--- src/rtl/core/vlpd_pkg.sv ---
// Shared types and constants for the varint length-prefix deframer.
`timescale 1ns / 1ps
`default_nettype none
package vlpd_pkg;

    localparam int MAX_HEADER_BYTES_DEF = 5;
    localparam int INDEX_WIDTH_DEF      = 16;

    localparam int LEN_W    = 35;
    localparam int BYTE_W   = 8;
    localparam int IDX_OUT_W = 16;
    localparam int TDATA_W  = 64;

    localparam logic [6:0] VARINT_DATA_MASK = 7'h7f;

    typedef enum logic [1:0] {
        PH_HEADER  = 2'd0,
        PH_PAYLOAD = 2'd1,
        PH_DROP    = 2'd2
    } t_phase;

    typedef enum logic [1:0] {
        KIND_PAYLOAD = 2'd0,
        KIND_EMPTY   = 2'd1,
        KIND_ERROR   = 2'd2
    } t_kind;

    typedef enum logic [1:0] {
        ERR_NONE          = 2'd0,
        ERR_VARINT_CUT    = 2'd1,
        ERR_VARINT_LONG   = 2'd2,
        ERR_PAYLOAD_SHORT = 2'd3
    } t_err;

    typedef struct packed {
        t_kind               kind;
        logic [BYTE_W-1:0]   payload_byte;
        logic [IDX_OUT_W-1:0] pkt_index;
        logic                pkt_start;
        logic                pkt_end;
        logic [LEN_W-1:0]    pkt_length;
        t_err                error_code;
        logic                batch_end;
    } t_result;

endpackage
`default_nettype wire

--- src/rtl/core/vlpd_decode.sv ---
// Header/payload decode state and per-byte result generation.
`timescale 1ns / 1ps
`default_nettype none
module vlpd_decode #(
    parameter int MAX_HEADER_BYTES = vlpd_pkg::MAX_HEADER_BYTES_DEF,
    parameter int INDEX_WIDTH      = vlpd_pkg::INDEX_WIDTH_DEF
) (
    input  wire logic                     i_clk,
    input  wire logic                     i_rst_n,
    input  wire logic                     i_accept,
    input  wire logic [7:0]               i_byte,
    input  wire logic                     i_last,
    output logic                          o_res_valid,
    output vlpd_pkg::t_result             o_res
);
    import vlpd_pkg::*;

    localparam int HCW = $clog2(MAX_HEADER_BYTES + 1);
    localparam int SHW = HCW + 3;
    localparam int XW  = 7 * MAX_HEADER_BYTES + LEN_W;

    t_phase                 r_phase,        n_phase;
    logic [LEN_W-1:0]       r_length,       n_length;
    logic [HCW-1:0]         r_header_count, n_header_count;
    logic [LEN_W-1:0]       r_bytes_left,   n_bytes_left;
    logic [INDEX_WIDTH-1:0] r_pkt_cnt,      n_pkt_cnt;

    logic [SHW-1:0]              shift_amt;
    logic [XW-1:0]               shifted;
    logic [LEN_W-1:0]            accum_new;
    logic [INDEX_WIDTH+15:0]     idx_ext;
    logic [INDEX_WIDTH-1:0]      pkt_cnt_inc;
    logic [LEN_W-1:0]            left_dec;

    // 7 * header_count as shift-and-subtract
    assign shift_amt   = {r_header_count, 3'b000} - {3'b000, r_header_count};
    assign shifted     = XW'(i_byte[6:0] & VARINT_DATA_MASK) << shift_amt;
    assign accum_new   = r_length | shifted[LEN_W-1:0];
    assign idx_ext     = {16'b0, r_pkt_cnt};
    assign pkt_cnt_inc = (r_pkt_cnt != '1) ? r_pkt_cnt + 1'b1 : r_pkt_cnt;
    assign left_dec    = (r_bytes_left != '0) ? r_bytes_left - 1'b1 : r_bytes_left;

    always_comb begin
        n_phase        = r_phase;
        n_length       = r_length;
        n_header_count = r_header_count;
        n_bytes_left   = r_bytes_left;
        n_pkt_cnt      = r_pkt_cnt;
        o_res_valid    = 1'b0;
        o_res.kind         = KIND_PAYLOAD;
        o_res.payload_byte = '0;
        o_res.pkt_index    = idx_ext[15:0];
        o_res.pkt_start    = 1'b0;
        o_res.pkt_end      = 1'b0;
        o_res.pkt_length   = '0;
        o_res.error_code   = ERR_NONE;
        o_res.batch_end    = i_last;

        case (r_phase)
            PH_HEADER: begin
                if (32'(r_header_count) >= MAX_HEADER_BYTES) begin
                    o_res_valid      = 1'b1;
                    o_res.kind       = KIND_ERROR;
                    o_res.error_code = ERR_VARINT_LONG;
                    n_phase          = PH_DROP;
                end else begin
                    n_length       = accum_new;
                    n_header_count = r_header_count + 1'b1;
                    if (i_byte[7]) begin
                        if (i_last) begin
                            o_res_valid      = 1'b1;
                            o_res.kind       = KIND_ERROR;
                            o_res.error_code = ERR_VARINT_CUT;
                            n_phase          = PH_DROP;
                        end
                    end else if (accum_new == '0) begin
                        o_res_valid    = 1'b1;
                        o_res.kind     = KIND_EMPTY;
                        o_res.pkt_end  = 1'b1;
                        n_pkt_cnt      = pkt_cnt_inc;
                        n_phase        = PH_HEADER;
                        n_length       = '0;
                        n_header_count = '0;
                        n_bytes_left   = '0;
                    end else if (i_last) begin
                        o_res_valid      = 1'b1;
                        o_res.kind       = KIND_ERROR;
                        o_res.error_code = ERR_PAYLOAD_SHORT;
                        o_res.pkt_length = accum_new;
                        n_phase          = PH_DROP;
                    end else begin
                        n_bytes_left = accum_new;
                        n_phase      = PH_PAYLOAD;
                    end
                end
            end
            PH_PAYLOAD: begin
                o_res_valid = 1'b1;
                if (r_bytes_left > LEN_W'(1) && i_last) begin
                    o_res.kind       = KIND_ERROR;
                    o_res.error_code = ERR_PAYLOAD_SHORT;
                    o_res.pkt_length = r_length;
                    n_phase          = PH_DROP;
                end else begin
                    o_res.payload_byte = i_byte;
                    o_res.pkt_start    = (r_bytes_left == r_length);
                    o_res.pkt_end      = (r_bytes_left <= LEN_W'(1));
                    o_res.pkt_length   = r_length;
                    n_bytes_left       = left_dec;
                    if (left_dec == '0) begin
                        n_pkt_cnt      = pkt_cnt_inc;
                        n_phase        = PH_HEADER;
                        n_length       = '0;
                        n_header_count = '0;
                    end
                end
            end
            default: begin
                // drop until the batch ends
            end
        endcase

        // batch end returns everything to its starting state
        if (i_last) begin
            n_phase        = PH_HEADER;
            n_length       = '0;
            n_header_count = '0;
            n_bytes_left   = '0;
            n_pkt_cnt      = '0;
        end
    end

    always_ff @(posedge i_clk) begin
        if (!i_rst_n) begin
            r_phase        <= PH_HEADER;
            r_length       <= '0;
            r_header_count <= '0;
            r_bytes_left   <= '0;
            r_pkt_cnt      <= '0;
        end else if (i_accept) begin
            r_phase        <= n_phase;
            r_length       <= n_length;
            r_header_count <= n_header_count;
            r_bytes_left   <= n_bytes_left;
            r_pkt_cnt      <= n_pkt_cnt;
        end
    end

    a_batch_end_restart: assert property (@(posedge i_clk) disable iff (!i_rst_n)
        i_accept && i_last |=> r_phase == PH_HEADER && r_header_count == '0
                               && r_pkt_cnt == '0 && r_length == '0)
        else $error("state not cleared after batch end");

    a_payload_due: assert property (@(posedge i_clk) disable iff (!i_rst_n)
        r_phase == PH_PAYLOAD |-> r_bytes_left != '0 && r_bytes_left <= r_length)
        else $error("payload phase with no bytes due");

    a_header_bound: assert property (@(posedge i_clk) disable iff (!i_rst_n)
        32'(r_header_count) <= MAX_HEADER_BYTES)
        else $error("header count beyond limit");

    a_error_coded: assert property (@(posedge i_clk) disable iff (!i_rst_n)
        o_res_valid && o_res.kind == KIND_ERROR |-> o_res.error_code != ERR_NONE)
        else $error("error result without a code");

endmodule
`default_nettype wire

--- src/rtl/core/vlpd_out_reg.sv ---
// Output result register with valid/ready hand-off.
`timescale 1ns / 1ps
`default_nettype none
module vlpd_out_reg (
    input  wire logic              i_clk,
    input  wire logic              i_rst_n,
    input  wire logic              i_load,
    input  wire vlpd_pkg::t_result i_res,
    output logic                   o_space,
    output logic                   o_valid,
    input  wire logic              i_ready,
    output vlpd_pkg::t_result      o_res
);
    import vlpd_pkg::*;

    logic    r_valid, n_valid;
    t_result r_res;

    // free when empty or being drained this cycle
    assign o_space = !r_valid || i_ready;
    assign n_valid = i_load || (r_valid && !i_ready);

    always_ff @(posedge i_clk) begin
        if (!i_rst_n) begin
            r_valid <= 1'b0;
        end else begin
            r_valid <= n_valid;
        end
    end

    always_ff @(posedge i_clk) begin
        if (i_load) begin
            r_res <= i_res;
        end
    end

    assign o_valid = r_valid;
    assign o_res   = r_res;

    a_no_overwrite: assert property (@(posedge i_clk) disable iff (!i_rst_n)
        i_load |-> o_space)
        else $error("result loaded over an undelivered one");

    a_drain_clears: assert property (@(posedge i_clk) disable iff (!i_rst_n)
        r_valid && i_ready && !i_load |=> !r_valid)
        else $error("delivered result still shown");

    a_load_shows: assert property (@(posedge i_clk) disable iff (!i_rst_n)
        i_load |=> r_valid)
        else $error("loaded result not shown");

endmodule
`default_nettype wire

--- src/rtl/core/varint_length_prefix_deframer_top.sv ---
// Top level of the LEB128 length-prefix deframer.
//
// Usage:
//   Slave stream: one raw byte per transaction in i_s_tdata[7:0], with
//   i_s_tlast marking the final byte of a batch. Each packet in the batch is
//   an unsigned LEB128 length (up to MAX_HEADER_BYTES bytes) and that many
//   payload bytes.
//   Master stream: at most one result per input byte. o_m_tuser holds the
//   result kind (payload byte, empty packet, error); o_m_tlast marks a result
//   caused by the batch's last byte. Header bytes that only carry length give
//   no result. After an error every remaining byte of the batch is dropped;
//   the consumer discards that batch.
//   Throughput: one byte per cycle, sustained while the receiver takes results,
//   set by the single decode pass between the state registers and the output register.
//   Output: a result is registered and appears on the master side in the
//   cycle after its byte's transaction.
//   Stall: o_s_tready follows the output register; it drops only while a
//   result is held and i_m_tready is low, so a stalled receiver pauses input
//   without losing or repeating anything.
//   Reset: synchronous, active low; clears the decode state and the output
//   valid. The end of every batch also returns the decoder to that state.
`timescale 1ns / 1ps
`default_nettype none
module varint_length_prefix_deframer_top #(
    parameter int MAX_HEADER_BYTES = vlpd_pkg::MAX_HEADER_BYTES_DEF,
    parameter int INDEX_WIDTH      = vlpd_pkg::INDEX_WIDTH_DEF
) (
    input  wire logic        i_clk,
    input  wire logic        i_rst_n,
    // slave stream
    input  wire logic        i_s_tvalid,
    output logic             o_s_tready,
    input  wire logic [7:0]  i_s_tdata,   // [7:0] in_byte
    input  wire logic        i_s_tlast,   // batch_last
    // master stream
    output logic             o_m_tvalid,
    input  wire logic        i_m_tready,
    output logic [vlpd_pkg::TDATA_W-1:0] o_m_tdata, // [7:0] payload_byte, [23:8] pkt_index,
                                          // [24] pkt_start, [25] pkt_end,
                                          // [60:26] pkt_length, [62:61] error_code,
                                          // [63] zero
    output logic [1:0]       o_m_tuser,   // [1:0] result_kind
    output logic             o_m_tlast    // batch_end
);
    import vlpd_pkg::*;

    logic    accept;
    logic    space;
    logic    res_valid;
    t_result res;
    t_result out_res;

    assign o_s_tready = space;
    assign accept     = i_s_tvalid && space;

    vlpd_decode #(
        .MAX_HEADER_BYTES (MAX_HEADER_BYTES),
        .INDEX_WIDTH      (INDEX_WIDTH)
    ) u_decode (
        .i_clk       (i_clk),
        .i_rst_n     (i_rst_n),
        .i_accept    (accept),
        .i_byte      (i_s_tdata),
        .i_last      (i_s_tlast),
        .o_res_valid (res_valid),
        .o_res       (res)
    );

    // hold the result until the receiver takes it
    vlpd_out_reg u_out (
        .i_clk   (i_clk),
        .i_rst_n (i_rst_n),
        .i_load  (accept && res_valid),
        .i_res   (res),
        .o_space (space),
        .o_valid (o_m_tvalid),
        .i_ready (i_m_tready),
        .o_res   (out_res)
    );

    assign o_m_tdata = {1'b0, out_res.error_code, out_res.pkt_length, out_res.pkt_end,
                        out_res.pkt_start, out_res.pkt_index, out_res.payload_byte};
    assign o_m_tuser = out_res.kind;
    assign o_m_tlast = out_res.batch_end;

    a_tready_stall: assert property (@(posedge i_clk) disable iff (!i_rst_n)
        o_m_tvalid && !i_m_tready |-> !o_s_tready)
        else $error("input taken while output stalled");

    a_pad_zero: assert property (@(posedge i_clk) disable iff (!i_rst_n)
        o_m_tvalid && o_m_tuser != KIND_PAYLOAD |-> o_m_tdata[7:0] == 8'd0)
        else $error("data byte on non-payload result");

    a_one_cycle: assert property (@(posedge i_clk) disable iff (!i_rst_n)
        accept && res_valid |=> o_m_tvalid)
        else $error("result not presented one cycle after its byte");

endmodule
`default_nettype wire

--- config.mk ---
export PLATFORM = sky130hd
export DESIGN_NAME = varint_length_prefix_deframer_top
export DESIGN_NICKNAME = d
export VERILOG_FILES = /design/src/rtl/core/vlpd_pkg.sv /design/src/rtl/core/vlpd_decode.sv /design/src/rtl/core/vlpd_out_reg.sv /design/src/rtl/core/varint_length_prefix_deframer_top.sv
export SDC_FILE = /design/constraint.sdc
export NUM_CORES = 1
export LEC_CHECK = 0
export BUFFER_PORTS_ARGS = -buffer_cell sky130_fd_sc_hd__buf_2
export CORE_MARGIN = 2
export CORE_UTILIZATION = 37
export CTS_CLUSTER_DIAMETER = 200
export CTS_CLUSTER_SIZE = 8
export DETAILED_ROUTE_END_ITERATION = 8
export GPL_ROUTABILITY_DRIVEN = 0
export PLACE_DENSITY = 0.6
export SKIP_LAST_GASP = 1
export SLEW_MARGIN = 10
export SYNTH_ARGS = -nofsm -noshare
export SYNTH_HDL_FRONTEND = slang
export SYNTH_SLANG_ARGS = --single-unit
--- constraint.sdc ---
create_clock -name i_clk -period 13.7 [get_ports i_clk]
set_input_delay 0.685 -clock i_clk [delete_from_list [all_inputs] [get_ports i_clk]]
set_output_delay 0.685 -clock i_clk [all_outputs]
set_load 0.02 [all_outputs]
Yosys cells after proc, flatten, opt, wreduce, memory -nomap -nowiden
Cells that the tools add are included.

storage, ports and cells
  input bits = 13
  output and inout bits = 69
  flip-flop bits (word level) = 158
  word-level logic and storage cells = 109

operators by class
  reductions and logical operators = 18
  add/sub/neg operators = 4
  mux-type cells = 57
  shift-type cells = 1
  bitwise logic cells = 2
  order comparisons = 3
  equality and inequality tests = 10

operators with widths
  operator                 count
  $mux W35                 11
  $pmux W35 S2             2
  $mux W16                 7
  $pmux W38 S2             1
  $mux W37                 2
  $mux W36                 2
  $logic_not A35 Y1        2
  $eq A35 B35 Y1           1
  $gt A35 B1 Y1 const B    1
  $le A35 B1 Y1 const B    1
  $or A35 B35 Y35          1
  $reduce_bool A35 Y1      1
  $shl A7 B6 Y35           1
  $sub A35 B1 Y35 const B  1
  $pmux W16 S2             1
  $mux W2                  13
  $mux W3                  6
  $add A16 B1 Y16 const B  1
  $ne A16 B16 Y1 const B   1
  $reduce_and A5 Y1        2
  $ne A3 B3 Y1 const B     3
  $mux W1                  8
  $pmux W2 S2              2
  $reduce_and A7 Y1        1
  other kinds (17)         23

Depth between registers and ports, before layout
Gate-level depths: netlist (run 1).

  depth in word-level cells = 10
  gate-level depth with buffers = 18
  depth with buffers taken out = 11

Hierarchy
A second synthesis (run 1) with hierarchy kept.

second synthesis, totals
  cells, all modules = 1060
  area total of the unflattened synthesis = 9342.7 µm²

by module, submodules not included
  module                             times used  seq. area each (µm²)  area each (µm²)  cells each
  vlpd_decode                        1           1821.7                7288.2           986
  vlpd_out_reg                       1           2001.9                2030.7           70
  varint_length_prefix_deframer_top  1           0.0                   23.8             4

Worst setup path after synthesis (run 1)
OpenSTA, ideal clock, no wires.

  kind = register to register
  start = register u_decode.r_header_count[0]
  end = register u_out.r_res (netlist bit u_out.o_res[0]), enable pin
  library setup time = 0.653 ns
  period minus slack after synthesis = 10.121 ns
  arrival = 9.469 ns
  stages on the path, launching flop included = 15
  slack = 3.579 ns
  path through = dfxtp_1 buf_2 buf_2 inv_1 ha_1 buf_2 buf_2 mux2i_1 o22ai_1 a211oi_1 nor2b_1 nand4_1 nor4_1 nor4_1 nor4_1

between the ends
  word-level cells in the longest chain between the ends = 9
  elaborated cells between the ends (all ways) = 10

RTL lines
  what                    RTL line                                 source
  start, declared         vlpd_decode.sv:24                        logic [HCW-1:0] r_header_count, n_header_count;
  start signal, assigned  vlpd_decode.sv:143                       r_header_count <= n_header_count;
  $sub A6 B3 Y6           vlpd_decode.sv:36                        assign shift_amt = {r_header_count, 3'b000} - {3'b000, r_header_count};
  $shl A7 B6 Y35          vlpd_decode.sv:37                        assign shifted = XW'(i_byte[6:0] & VARINT_DATA_MASK) << shift_amt;
  $or A35 B35 Y35         vlpd_decode.sv:38                        assign accum_new = r_length | shifted[LEN_W-1:0];
  $logic_not A35 Y1       vlpd_decode.sv:76                        end else if (accum_new == '0) begin
  $mux W1                 vlpd_decode.sv:76
  $mux W1                 vlpd_decode.sv:69                        if (i_byte[7]) begin
  $mux W1 *               vlpd_decode.sv:61                        if (32'(r_header_count) >= MAX_HEADER_BYTES) begin
  $pmux W1 S2 *           vlpd_decode.sv:59                        case (r_phase)
  $logic_and A1 B1 Y1 *   varint_length_prefix_deframer_top.sv:73  .i_load (accept && res_valid),
  via u_out.i_load        vlpd_out_reg.sv:7                        input wire logic i_load,
  end signal, assigned    vlpd_out_reg.sv:33                       r_res <= i_res;
  end, declared           vlpd_out_reg.sv:17                       t_result r_res;

Mark *: on every way through the listed nets, which the timed path passes. The rest lies on a longest branch.
A chain may end at the register's enable or synchronous reset.

Worst setup path after layout (run 1)
  start = register u_decode.r_header_count[0]
  end = register u_out.r_res (netlist bit u_out.o_res[25]), enable pin

The elaborated chain is that of the path after synthesis.

==> results of run 1 <==
registers in the layout, summed over array words and instances, names as in the netlist:
| signal | flops |
|---|---|
| u_decode.r_bytes_left | 35 |
| u_decode.r_pkt_cnt | 16 |
| u_out.o_valid | 1 |
| u_decode.r_phase | 2 |
| u_decode.r_header_count | 3 |
| u_out.o_res | 66 |
| u_decode.r_length | 35 |
final timing paths:
path	endpoint	slack (ns)	cells past startpoint
max	u_out.o_res[25]	7.94	11
min	u_out.o_res[53]	0.47	0
min reg2reg	u_out.o_res[53]	0.47	0
max reg2reg	u_out.o_res[25]	7.94	11
kinds of logic after synthesis:
group | after synthesis
simple gates | 447
compound gates | 305
flops | 158
buf+inv | 120
xor+xnor | 50
mux | 20
fa+ha+maj | 7
other cells | 1
layer usage:
| layer | vias to the layer above | part of all wire |
|---|---|---|
| li1 | 4129 | - |
| met1 | 4246 | 0.43 |
| met2 | 451 | 0.44 |
| met3 | 88 | 0.089 |
| met4 | 0 | 0.042 |
| met5 | - | 0 |
power by group:
group / leakage (nW) / total, mW / internal, mW / switching, mW
combinational: 2.16 / 0.313 / 0.0997 / 0.213
clock: 0.300 / 0.499 / 0.272 / 0.227
sequential: 1.38 / 0.521 / 0.506 / 0.0154
total: 3.84 / 1.33 / 0.878 / 0.456
cell type report:
class / instances / area, sq um / share of cell area
Clock buffer: 18 / 450 / 0.0417
Clock inverter: 14 / 163 / 0.0151
Inverter: 26 / 97.6 / 0.00904
Multi-Input combinational cell: 830 / 5350 / 0.496
Sequential cell: 158 / 3820 / 0.354
Tap cell: 335 / 419 / 0.0388
Timing Repair Buffer: 91 / 483 / 0.0448
cells in the mapped netlist, types with 20 or more instances:
cell type and n:
or3_1 32, a21boi_1 21, xnor2_1 41, inv_1 26
clkbuf_1 50, nand2_1 103, a21oi_1 63, nor2b_1 36
buf_2 30, o21ai_0 48, and2_1 20, edfxtp_1 66
nand3_1 28, nor2_1 87, nor4_1 28, nor3_1 31
dfxtp_1 92
per-stage QoR:
step                       util  cell area (sq um)  instances  hold slack, ns  setup WS [ns]
after floorplan               -               9700       1108           0.423           3.58
after global placement    0.393              10200       1440           0.459           8.30
after detailed placement  0.393              10200       1440           0.459           8.10
after CTS                 0.416              10800       1472           0.476           8.06
after global routing      0.416              10800       1472           0.486           7.51
final                     0.416              10800       1472           0.474           7.94
worst reg2reg max path, stage by stage (launching register included):
cell and delay [ns]:
dfxtp_1 0.83, inv_1 0.19, ha_1 0.41, xor2_1 0.76
nor2_1 0.29, a311oi_1 0.58, nand4_1 0.15, or3_1 0.46
nor4_1 0.64, nor4_1 0.16, nor4_2 0.18, buf_4 0.69
==> impl_metrics.json, run 1 <==
{
  "endpoint_kind": "flop",
  "synth.avg_cell_area_sq_um": 8.75,
  "syn_to_final_growth_pct": 11.3,
  "yosysTopAreaCellShare": 0.204,
  "core_sq_um": 25900,
  "drive_gt1_frac": 0.143,
  "synth-compound-area-share": 0.223,
  "drv_cap": 0,
  "final_common_cell": "nand2_1",
  "finalCritPeriodShare": 0.420,
  "numClockSinks": 158,
  "final_cell_mix": "103 x nand2_1, 92 x dfxtp_1, 87 x nor2_1",
  "cpPeakStageDelay_ns": 0.83,
  "die_h_microns": 166,
  "htree_levels": 4,
  "async_reset_ff_frac": 0,
  "arrival_ns": 5.83,
  "num_rows": 59,
  "crit_path_start": "u_decode.r_header_count[0]",
  "grtUsageMet3": 0.0496,
  "synthAdderAreaFrac": 0.00903,
  "yosysSeqAreaShare": 0.394,
  "finalSetupTns_ns": 0,
  "grt_use_met1": 0.317,
  "rr_startpoint": "u_decode.r_header_count[0]",
  "clk_pin_slew_ns": 0.08,
  "numPortBuffers": 80,
  "skew_ns": 0.0172,
  "start_util": 0.374,
  "ant_nets": 0,
  "postCtsHoldBufs": 0,
  "critical_path_class": "flop to flop",
  "hold_violations": 0,
  "fin_crit_ns": 5.76,
  "crit_buf_inv": 2,
  "post_cts_buffers": 0,
  "postCtsResizedCells": 0,
  "synth_area_leaders": "edfxtp_1 20%, dfxtp_1 19%, nand2_1 4.0%",
  "grt_pass1_vias": 8312,
  "drt_iter0_drc": 1176,
  "synth_top_family_by_area": "simple AND/OR/NAND/NOR gates",
  "hp-class": "flop to flop",
  "clock_path_buffers": 2,
  "wl_per_cell_microns": 21.6,
  "fp.dieW_microns": 166,
  "clk_latency_ns": 0.45,
  "path_max_fanout": 66,
  "vdd_drop_max_mv": 0.0943,
  "max_freq_mhz": 174,
  "synth_warnings": 0,
  "num_vias": 8914,
  "met2_usage": 0.337,
  "io_pins": 82,
  "antenna_cells": 0,
  "grt_overflow": 0,
  "dp_hpwl_mm": 22.3,
  "worstHoldStart": "u_decode.r_pkt_cnt[13]",
  "synthesis.nets": 1128,
  "crit_path_frequent_cell": "nor4_1",
  "status": "complete, no violations",
  "grt_usage": 0.228,
  "antenna_found_initial": 0,
  "finalPower_mw": 1.33,
  "nets": 1144,
  "synth_edf_count": 66,
  "path_cells": "inv_1 > ha_1 > xor2_1 > nor2_1 > a311oi_1 > nand4_1 > or3_1 > nor4_1 > nor4_1 > nor4_2 > buf_4",
  "grt_max_degree": 76,
  "slew_violations": 0,
  "die_area_sq_um": 27500,
  "synth_xor_area_frac": 0.0452,
  "p_per_area_nw_per_um2": 124,
  "critPathSlowestCell": "dfxtp_1",
  "critical-path-top-delay-family": "simple AND/OR/NAND/NOR gates",
  "cts_made_buffers": 17,
  "grt_pass1_wl_mm": 49.5,
  "fillCellCount": 2540,
  "cts_tree": "done",
  "ys_types": 87,
  "drc": 0,
  "yosys.area.top_type": "edfxtp_1",
  "synthSimpleGateAreaFrac": 0.249,
  "drt_first_pass_iters": 5,
  "netlist_area_sq_um": 9700,
  "ys.flop_type": "dfxtp_1",
  "setup_violations": 0,
  "muxShareOfSynthArea": 0.0241,
  "synthCells": 1108,
  "grt_setup_unrepaired": "no",
  "root_buffer": "clkbuf_16",
  "worst_pin_slew_ns": 1.15,
  "leakagePower_nw": 3.84,
  "required_ns": 13.77,
  "totalWireLength_mm": 31.8,
  "slew_headroom": 0.230,
  "viasPerCell": 6.06,
  "ys_ff_latch": 158,
  "top_usage_layer": "met2",
  "crit_path_start_kind": "flop"
}
Power figures use the tool's default switching activity.
==> inputs of run 2 (changes only) <==
==> constraint.sdc (replaced) <==
create_clock -name i_clk -period 6.03 [get_ports i_clk]
set_input_delay 0.3015 -clock i_clk [delete_from_list [all_inputs] [get_ports i_clk]]
set_output_delay 0.3015 -clock i_clk [all_outputs]
set_load 0.02 [all_outputs]
==> run 2 against run 1 <==
Sequential share of layout area is 0.15 points lower. Via count is 2.7% higher. Sequential power is 130% higher. Clock power is 110% higher. Critical path type unchanged. Highest routed layer unchanged.
==> impl_metrics.json, run 2 (synthesis results as in run 1) <==
{
  "status": "complete, no violations",
  "start_util": 0.374,
  "finalSetupTns_ns": 0,
  "post_cts_buffers": 0,
  "antenna_found_initial": 0,
  "finalPower_mw": 2.96,
  "clk_pin_slew_ns": 0.07,
  "viasPerCell": 6.17,
  "arrival_ns": 5.27,
  "antenna_cells": 0,
  "cts_made_buffers": 17,
  "clock_path_buffers": 2,
  "dpl-instance-area_sq_um": 10300,
  "grt_pass1_wl_mm": 49.4,
  "seqPwrFrac": 0.399,
  "fin_util": 0.418,
  "worst_pin_slew_ns": 1.19,
  "totalWireLength_mm": 32.5,
  "core_sq_um": 25900,
  "dp.cells": 1451,
  "io_pins": 82,
  "grt_overflow": 0,
  "crit_path_start_kind": "flop",
  "syn_to_final_growth_pct": 11.7,
  "hp-class": "input pin to flop",
  "drc": 0,
  "clk_latency_ns": 0.44,
  "finalWorstSetupSlack_ns": 0.898,
  "die_area_sq_um": 27500,
  "endpoint_kind": "flop",
  "dp_slack_ns": 1.11,
  "setup_violations": 0,
  "p_clk_frac": 0.353,
  "hold_violations": 0,
  "grt_pass1_vias": 8277,
  "slew_violations": 0,
  "vdd_drop_max_mv": 0.206,
  "fp.dieW_microns": 166,
  "share_comb_of_total_power": 0.248,
  "critical_path_class": "flop to flop",
  "p_int_mw": 1.96,
  "htree_levels": 4,
  "root_buffer": "clkbuf_16",
  "final_cell_mix": "103 x nand2_1, 92 x dfxtp_1, 87 x nor2_1",
  "p_per_area_nw_per_um2": 273,
  "whs_ns": 0.299,
  "finalCritPeriodShare": 0.851,
  "drt_first_pass_iters": 6,
  "leakagePower_nw": 3.87,
  "nets": 1155,
  "num_rows": 59,
  "slew_headroom": 0.199,
  "dp_hpwl_mm": 22.9,
  "ant_nets": 0,
  "layout.cells.non_filler": 1483,
  "postCtsResizedCells": 0,
  "final_common_cell": "nand2_1",
  "postCtsHoldBufs": 0,
  "largest_reg_flops": 66,
  "wl_per_cell_microns": 21.9,
  "power_switching_mw": 1.00,
  "grt_max_degree": 76,
  "drv_cap": 0,
  "required_ns": 6.17,
  "cts_tree": "done",
  "die_h_microns": 166,
  "skew_ns": 0.0140,
  "num_vias": 9157,
  "p_sw_frac": 0.339,
  "fin_crit_ns": 5.13,
  "final_cell_area_sq_um": 10800,
  "numClockSinks": 158,
  "path_max_fanout": 24,
  "drive_gt1_frac": 0.148,
  "grt_setup_unrepaired": "no",
  "drt_iter0_drc": 1182,
  "numPortBuffers": 80,
  "max_freq_mhz": 195,
  "grt_usage": 0.228
}
==> run 2: cell count changes in the layout (fill, tap and decap cells not counted), moves of 2 or more <==
cell | before | now
inv_8 | 5 | 1
buf_4 | 11 | 21
clkinv_4 | 1 | 3
clkinv_1 | 0 | 3
==> run 2: final cells by class <==
type	count	area, sq um
inverters	26	97.6
clock buffers	17	425
repair buffers	102	578
clock inverters	15	135
multi-input cells	830	5360
flip-flops and latches	158	3820
well taps	335	419
fillers	2553	15100
==> run 2: final timing paths <==
path | from | to | slack, ns | cells past startpoint
worst min-delay path | i_s_tdata[7] | u_out.o_res[63] | 0.30 | 2
worst max register to register | u_decode.r_header_count[1] | u_out.o_res[54] | 0.90 | 12
worst max-delay path | u_decode.r_header_count[1] | u_out.o_res[54] | 0.90 | 12
worst min register to register | u_decode.r_pkt_cnt[8] | u_out.o_res[48] | 0.48 | 0
==> run 2: power by group through the flow <==
| stage | Combinational, mW | Sequential [mW] | Clock, mW |
|---|---|---|---|
| final | 0.733 | 1.18 | 1.05 |
| after CTS | 0.712 | 1.18 | 1.06 |
| after global routing | 0.778 | 1.18 | 1.10 |
| after floorplan | 0.498 | 1.22 | 0 |
| after global placement | 0.710 | 1.20 | 0 |
| after detailed placement | 0.708 | 1.20 | 0 |
==> run 2: layer usage <==
layer  up-vias  global-route usage  part of all wire
met5         -                   0                 0
met4         0              0.0994             0.040
met3        97              0.0391              0.10
met2       564               0.345              0.44
met1      4335               0.321              0.42
li1       4161                   -                 -
==> run 2: worst max-delay path: stages, from the launching register on <==
cell and delay, ns:
dfxtp_1 0.57, inv_1 0.13, ha_1 0.90, mux2i_1 0.61
o22ai_1 0.19, a211oi_1 0.63, nor2b_1 0.21, nand4_1 0.15
nor4_1 0.22, buf_4 0.18, nor4_1 0.07, nor4_4 0.61
buf_4 0.34
==> inputs of run 3 (changes only) <==
--- a/config.mk
+++ b/config.mk
@@ -8,7 +8,7 @@
 export BUFFER_PORTS_ARGS = -buffer_cell sky130_fd_sc_hd__buf_2
 export CORE_MARGIN = 2
 export CORE_UTILIZATION = 37
-export CTS_CLUSTER_DIAMETER = 200
+export CTS_CLUSTER_DIAMETER = 50
 export CTS_CLUSTER_SIZE = 8
 export DETAILED_ROUTE_END_ITERATION = 8
 export GPL_ROUTABILITY_DRIVEN = 0
==> constraint.sdc (replaced) <==
create_clock -name i_clk -period 5.5 [get_ports i_clk]
set_input_delay 0.275 -clock i_clk [delete_from_list [all_inputs] [get_ports i_clk]]
set_output_delay 0.275 -clock i_clk [all_outputs]
set_load 0.02 [all_outputs]
==> run 3 against run 2 <==
First-iteration DRC count shrank 17%. Via count decreased by 1.5%. Fmax increased by 3.3%. Sequential cell count unchanged. Clock-buffer cell count grew 3. Die area unchanged. Wire length decreased by 0.25%. Global-route usage is 0.54 points higher. Final cell count shrank 0.20%. Hold slack worse by 0.021 ns. Combinational power grew 9.4%. Clock power rose by 9%.
==> impl_metrics.json, run 3 (synthesis results as in run 1) <==
{
  "status": "complete, no violations",
  "final_cell_mix": "103 x nand2_1, 91 x dfxtp_1, 87 x nor2_1",
  "dpl-instance-area_sq_um": 10300,
  "root_buffer": "clkbuf_16",
  "cp_num_cells": 12,
  "critical-path-top-delay-family": "simple AND/OR/NAND/NOR gates",
  "p_int_mw": 2.15,
  "hp-class": "input pin to flop",
  "seqPwrFrac": 0.401,
  "fp.dieW_microns": 166,
  "rr_startpoint": "u_decode.r_header_count[1]",
  "setup_violations": 0,
  "worstHoldStart": "i_s_tdata[1]",
  "wl_per_cell_microns": 21.9,
  "drc": 0,
  "max_freq_mhz": 201,
  "hold_violations": 0,
  "drt_iter0_drc": 977,
  "grt_usage": 0.234,
  "cts_tree": "done",
  "antenna_cells": 0,
  "path_max_fanout": 24,
  "critPathSlowestCell": "ha_1",
  "syn_to_final_growth_pct": 12.2,
  "numPortBuffers": 80,
  "finalCritPeriodShare": 0.903,
  "largest_reg_flops": 66,
  "finalSetupTns_ns": 0,
  "dp.cells": 1448,
  "min_path_cells": 2,
  "numClockSinks": 158,
  "drv_cap": 0,
  "r2r_end": "u_out.o_res[22]",
  "p_per_area_nw_per_um2": 298,
  "reg2reg_slack_ns": 0.53,
  "critical_path_class": "flop to flop",
  "die_area_sq_um": 27500,
  "grt_setup_unrepaired": "no",
  "grt_max_degree": 76,
  "hold_end": "u_out.o_res[57]",
  "finalPower_mw": 3.24,
  "totalWireLength_mm": 32.4,
  "drive_gt1_frac": 0.152,
  "antenna_found_initial": 1,
  "postCtsResizedCells": 0,
  "crit_path_start_kind": "flop",
  "p_clk_frac": 0.352,
  "start_util": 0.374,
  "ant_nets": 0,
  "drt_first_pass_iters": 6,
  "final_common_cell": "nand2_1",
  "share_comb_of_total_power": 0.248,
  "vdd_drop_max_mv": 0.216,
  "fillCellCount": 2558,
  "crit_buf_inv": 2,
  "postCtsHoldBufs": 0,
  "die_h_microns": 166,
  "core_sq_um": 25900,
  "final_cell_area_sq_um": 10900,
  "clk_latency_ns": 0.44,
  "slew_headroom": 0.242,
  "required_ns": 5.68,
  "num_rows": 59,
  "endpoint_kind": "flop",
  "grt_pass1_wl_mm": 50.7,
  "io_pins": 82,
  "skew_ns": 0.0119,
  "num_vias": 9023,
  "crit_path_start": "u_decode.r_header_count[1]",
  "cpPeakStageDelay_ns": 0.98,
  "arrival_ns": 5.15,
  "reg2regPathDepth": 12,
  "viasPerCell": 6.10,
  "fin_crit_ns": 4.97,
  "slew_violations": 0,
  "p_sw_frac": 0.337,
  "nets": 1152,
  "grt_pass1_vias": 8414,
  "clock_path_buffers": 2,
  "layout.cells.non_filler": 1480,
  "htree_levels": 4,
  "worst_pin_slew_ns": 1.13,
  "clk_pin_slew_ns": 0.07,
  "leakagePower_nw": 3.86,
  "cts_made_buffers": 17,
  "path_cells": "inv_1 > ha_1 > mux2_2 > mux4_2 > o21ai_0 > nand4_1 > or3_4 > or3_1 > nand2b_1 > buf_4 > a2bb2oi_1 > nor2_1",
  "grt_overflow": 0,
  "dp_hpwl_mm": 22.8,
  "power_switching_mw": 1.09,
  "post_cts_buffers": 0,
  "fin_util": 0.420
}
## run 3: changes by cell type in the layout (fill, tap and decap cells not counted), sizes merged
cell / delta
buf: -3
clkinv: -3
inv: -2
clkbuf: +3
clkinvlp: +2
## run 3: area by class of cell
cell class              instances  area, sq um  share of cell area
clock buffers                  20          437              0.0401
clock inverters                12          110              0.0101
inverters                      26         97.6             0.00897
multi-input cells             830         5430               0.499
flip-flops and latches        158         3830               0.352
well taps                     335          419              0.0385
repair buffers                 99          556              0.0511
## run 3: worst max path at each step
stage / endpoint / slack (ns)
final: u_out.o_res[22] / 0.53
after global routing: u_out.o_res[33] / 0.26
after CTS: u_out.o_res[22] / 0.62
after detailed placement: u_out.o_res[22] / 0.65
after global placement: u_out.o_res[34] / 0.73
after floorplan: u_out.o_res[0] / 0.02
## run 3: per-stage QoR
stage / hold slack [ns] / worst slack (ns)
floorplan: 0.374 / 0.0224
global placement: 0.457 / 0.725
detailed placement: 0.461 / 0.651
CTS: 0.259 / 0.620
global route: 0.288 / 0.255
finish: 0.278 / 0.532
## run 3: metal layers
| layer | GRT usage | part of all wire | routed length (microns) | vias up |
|---|---|---|---|---|
| li1 | - | - | - | 4152 |
| met1 | 0.326 | 0.43 | 13800 | 4306 |
| met2 | 0.354 | 0.44 | 14400 | 482 |
| met3 | 0.0522 | 0.095 | 3090 | 83 |
| met4 | 0.0888 | 0.035 | 1140 | 0 |
| met5 | 0 | 0 | 0 | - |
## run 3: power groups by stage
stage	combinational, mW	clock (mW)	sequential, mW
after detailed placement	0.782	0	1.32
after global placement	0.782	0	1.32
final	0.802	1.14	1.30
after floorplan	0.559	0	1.34
after CTS	0.785	1.15	1.30
after global routing	0.859	1.20	1.30
## run 3: worst reg2reg max path: cells and delay by family, from the launching register on
kind | cells | cell delay (ns)
flops | 1 | 0.56
mux | 2 | 0.97
fa+ha+maj | 1 | 0.98
compound gates | 2 | 0.30
simple gates | 5 | 1.48
buf+inv | 2 | 0.43
